$ cat src/rtl/moving_average_of_differences_unit_macros.svh
// assertion helpers shared by the rtl
`ifndef MOVING_AVERAGE_OF_DIFFERENCES_UNIT_MACROS_SVH
`define MOVING_AVERAGE_OF_DIFFERENCES_UNIT_MACROS_SVH

// plain property, checked every edge outside reset
`define MAVD_ASSERT(lbl, clk, rst_n, prop, msg) \
    lbl: assert property (@(posedge clk) disable iff (!rst_n) (prop)) else $error(msg);

// same-cycle implication
`define MAVD_ASSERT_IMPL(lbl, clk, rst_n, ante, cons, msg) \
    lbl: assert property (@(posedge clk) disable iff (!rst_n) (ante) |-> (cons)) \
        else $error(msg);

// next-cycle implication
`define MAVD_ASSERT_NEXT(lbl, clk, rst_n, ante, cons, msg) \
    lbl: assert property (@(posedge clk) disable iff (!rst_n) (ante) |=> (cons)) \
        else $error(msg);

`endif

$ cat src/rtl/mavd_pkg.sv
package mavd_pkg;

    localparam int SAMPLE_W = 24;
    localparam int DIFF_W   = 25;
    localparam int MEAN_W   = 33;
    localparam int WIN_W    = 11;
    localparam int FRAC_W   = 8;

    typedef enum logic [2:0] {
        ST_CLEAR,
        ST_IDLE,
        ST_UPDATE,
        ST_START,
        ST_DIV,
        ST_OUT,
        ST_RECALC
    } t_state;

endpackage

$ cat src/rtl/mavd_div.sv
module mavd_div #(
    parameter int NUM_W = 44
) (
    input  logic                        i_clk,
    input  logic                        i_rst_n,
    input  logic                        i_start,
    input  logic [NUM_W-1:0]            i_num,
    input  logic [mavd_pkg::WIN_W-1:0]  i_den,
    output logic                        o_done,
    output logic [NUM_W-1:0]            o_quot
);
    import mavd_pkg::*;

    localparam int CW = $clog2(NUM_W + 1);

    logic [NUM_W-1:0] r_quot;
    logic [WIN_W-1:0] r_rem;
    logic [WIN_W-1:0] r_den;
    logic [CW-1:0]    r_cnt;
    logic             r_busy;
    logic             r_done;

    logic [WIN_W:0]   rem_sh;
    logic             ge;

    // one quotient bit per cycle, restoring
    always_comb begin
        rem_sh = {r_rem, r_quot[NUM_W-1]};
        ge     = rem_sh >= {1'b0, r_den};
    end

    always_ff @(posedge i_clk) begin
        if (!i_rst_n) begin
            r_busy <= 1'b0;
            r_done <= 1'b0;
            r_cnt  <= '0;
        end else begin
            r_done <= 1'b0;
            if (i_start) begin
                r_busy <= 1'b1;
                r_cnt  <= CW'(NUM_W);
            end else if (r_busy) begin
                r_cnt <= r_cnt - 1'b1;
                if (r_cnt == CW'(1)) begin
                    r_busy <= 1'b0;
                    r_done <= 1'b1;
                end
            end
        end
    end

    // remainder stays below the divisor, so it fits the divisor width
    always_ff @(posedge i_clk) begin
        if (i_start) begin
            r_quot <= i_num;
            r_rem  <= '0;
            r_den  <= i_den;
        end else if (r_busy) begin
            r_rem  <= ge ? WIN_W'(rem_sh - {1'b0, r_den}) : WIN_W'(rem_sh);
            r_quot <= {r_quot[NUM_W-2:0], ge};
        end
    end

    assign o_done = r_done;
    assign o_quot = r_quot;

endmodule

$ cat config.mk
export PLATFORM = sky130hd
export DESIGN_NAME = mavd_div
export DESIGN_NICKNAME = d
export VERILOG_FILES = /design/src/rtl/moving_average_of_differences_unit_macros.svh /design/src/rtl/mavd_pkg.sv /design/src/rtl/mavd_div.sv
export SDC_FILE = /design/constraint.sdc
export NUM_CORES = 1
export LEC_CHECK = 0
export ABC_CLOCK_PERIOD_IN_PS = 2500
export CORE_UTILIZATION = 55
export DETAILED_ROUTE_END_ITERATION = 10
export DONT_BUFFER_PORTS = 1
export PLACE_DENSITY = 0.8
export REMOVE_ABC_BUFFERS = 1
export SLEW_MARGIN = 30
export SYNTH_ARGS = -nofsm -noshare
export SYNTH_HDL_FRONTEND = slang
export SYNTH_SLANG_ARGS = --single-unit
export TNS_END_PERCENT = 5
$ cat constraint.sdc
create_clock -name i_clk -period 2.5 [get_ports i_clk]
set_input_delay 0.25 -clock i_clk [delete_from_list [all_inputs] [get_ports i_clk]]
set_output_delay 0.25 -clock i_clk [all_outputs]
set_load 0.1 [all_outputs]
==> summary.md <==
| Metric | Value |
|---|---|
| WL final | 7.42 mm |
| Die area | around 7000 sq um |
| Buf/Inv on CP | 2 |
| Drt first pass iters | 4 |
| Hold Crit Class | in2reg |
| DR iter-0 viols | roughly 160 |
| Largest net degree at the start of global routing | 63 |
| Layout cells sized above 1 | 0.342 |
| Worst-Skew Late Latency | 350 ps |
| Top Family by Delay on Critical Path | compound AO/OA/AOI/OAI gates |
| Flops & latches, synth | between 70 and 80 |
| Most frequent cell after synthesis | edfxtp_1 |
| Library cells used by synthesis | 50 |
| Post-synth EDFFs | 55 |
| Clk pin slew, worst setup/hold paths | around 90 ps |
| GPL Wtd Cong | roughly 0.86 |
| Row count | 29 |
| Main area contributors after synthesis | edfxtp_1 (45%), mux2_2 (14%), dfxtp_1 (10%), ha_1 (4.4%), nor2_1 (2.1%) |
| Synth warn | 0 |
| Status | finished, final reports clean |
| Worst-Margin Slew | 942 ps |
| Worst hold slack | 39.6 ps |
| Req. time, crit path | 2750 ps |
| Die W | 83.6 um |
| Startpoint types | register |
| Final slew viol count | 0 |
| Die Y | 83.6 um |
| Yosys top cell by area | edfxtp_1 |
| I/O Buffers | 0 |
| NumNets Final | just over 400 |
| Static Leak | 0.00168 uW |
| Tot Pwr | 3570 uW |
| Initial antenna violation count | 0 |
| F_max | 428 MHz |
| Setup-failing EPs final | 0 |
| Clock sinks | 74 |
| Peak supply drop | 0.576 mV |
| CP max-delay cell | fa_1 |
| Most instantiated cells after synthesis | edfxtp_1 (55), mux2_2 (44), nor2_1 (20) |
| CTS root buffer | clkbuf_8 |
| WS Path Type | reg2reg |
| RR Startpoint | o_quot[43] |
| Number of I/O pins | 103 |
| Share of Yosys cell area claimed by the top area cell type | 0.451 |
| Crit path cell chain | inv_1 -> ha_1 -> fa_1 -> nor2b_4 -> o31ai_4 -> a31oi_4 -> a21o_1 -> buf_4 -> mux2i_1 -> a211oi_1 |
| Seq/Total Area, Yosys | 0.555 |
| DR DRC count | 0 |
| Slew Limit Headroom | 0.372 |
| Gr usage total | 0.223 |
| Core ar. | 6390 sq um |
| CP Data Arrival Time | 2580 ps |
| Starting density of the core | 0.573 |
| Crit share post-route | 0.934 |
| Final Hold Viols | 0 |
| P&R area growth vs syn | 18.5% |
| Pwr dens | 823 nW/um^2 |
| CTS tree | done |
| # fillers | 441 |
| Syn Inst Count | ~280 |
| CTS HTree Levels | 3 |
| Number of diodes | 0 |
| Crit path capture type | register |
| Crit. Startpoint | o_quot[43] |
| Slowest stage delay, CP | 460 ps |
| RSZ-0062 raised after global routing | true |
| Ys flop type | edfxtp_1 |
| Final Skew | about 13 ps |
| CTS buffer count | 9 |
| Fraction of registers with async set/reset | 0 |
| Post-detail-place hpwl | approximately 5 mm |
| Vias in the first global route | 2471 |
| First-pass GRT wire length | 12.0 mm |
| Hold Crit Start | i_start |
| Post-CTS Setup Repair Bufs | 0 |
| Max Cap Viol | 0 |
| Mean Syn Cell Area | approximately 13 sq um |
| Wire length per cell | 17.6 um |
| Clock tree buffer depth | 2 |
| Total gr overflow | 0 |
| Via Count | 2416 |
| Final Critical Period | 2330 ps |
| Via density per instance | ~5.7 |
| Max FO, Critical Path | 8 |
| Post-Syn Area | approximately 3700 sq um |
| Antenna Nets Post-Route | 0 |
per-stage QoR:
stage / cells / cell area, sq um / setup TNS [ps] / worst slack (ps) / util
floorplan: 271 / 3590 / -5630 / -525 / -
global placement: 392 / 4020 / 0 / 202 / 0.629
detailed placement: 392 / 4020 / 0 / 168 / 0.629
CTS: 420 / 4320 / 0 / 130 / 0.676
global route: 422 / 4340 / -18.0 / -18.0 / 0.679
finish: 422 / 4340 / 0 / 166 / 0.679
layout make-up:
cell class              instances  area [sq um]  share of cell area
well taps                      77          96.3              0.0222
clock inverters                 6          50.0              0.0115
repair buffers                 58           470               0.108
flip-flops and latches         74          2030               0.469
clock buffers                  10           128              0.0294
inverters                      19          71.3              0.0164
multi-input cells             178          1490               0.343
metal layers:
layer | part of all wire | wire [um] | track usage
met1 | 0.43 | 3160 | 0.277
met5 | 0 | 0 | 0
met3 | 0.079 | 585 | 0.0870
met2 | 0.48 | 3580 | 0.355
met4 | 0.013 | 98 | 0.0770
what timing repair did:
action / in CTS / in global routing
hold buffers: 12 / 2
gates resized for setup: 0 / 1
endpoints found under the hold margin: 18 / 6
endpoints found under the setup margin: 0 / 2
kinds of logic after synthesis:
logic type | share of synthesized area
AND/OR/NAND/NOR | 0.0810
buffers and inverters | 0.0386
multiplexers | 0.149
XOR/XNOR | 0.0239
AO/OA/AOI/OAI | 0.102
flip-flops | 0.555
adder cells (fa/ha/maj) | 0.0499
where the power goes:
group / switching, uW / internal (uW)
Sequential: 105 / 1460
Clock: 472 / 370
Combinational: 827 / 333
Total: 1400 / 2160
final timing paths:
kind / to / slack [ps] / cells past startpoint
max: r_rem[8] / 170 / 10
min reg2reg: r_cnt[1] / 510 / 2
min: r_den[5] / 40 / 0
max reg2reg: r_rem[8] / 170 / 10
cells in the final DEF, fill, tap and decap left out, types with 3 or more instances in the layout:
| cell type | netlist | layout |
|---|---|---|
| edfxtp_1 | 55 | 55 |
| mux2_2 | 44 | 44 |
| buf_4 | 0 | 44 |
| nor2_1 | 20 | 20 |
| inv_1 | 19 | 19 |
| dfxtp_1 | 19 | 19 |
| nand2_1 | 16 | 15 |
| dlygate4sd3_1 | 0 | 14 |
| ha_1 | 13 | 13 |
| a21oi_1 | 11 | 11 |
| clkbuf_8 | 0 | 9 |
| xnor2_1 | 7 | 7 |
| a211oi_1 | 6 | 6 |
| nor3_1 | 5 | 5 |
| o21ai_0 | 6 | 5 |
| mux2i_1 | 5 | 5 |
| nand3_1 | 4 | 4 |
| nor4_1 | 4 | 4 |
| o21a_1 | 3 | 3 |
| xor2_1 | 3 | 3 |
worst register-to-register path, delay by kind of cell, from the launching register on:
kind / cells / cell delay (ps)
compound gates: 4 / 720
buf+inv: 2 / 230
simple gates: 1 / 170
mux: 1 / 90
fa+ha+maj: 2 / 680
flops: 1 / 350
state kept, by name (all words and copies together) (netlist names):
name,count
o_quot,44
r_den,11
r_cnt,6
r_busy,1
o_done,1
r_rem,11
Note: power is estimated with default switching activity, not from simulation.
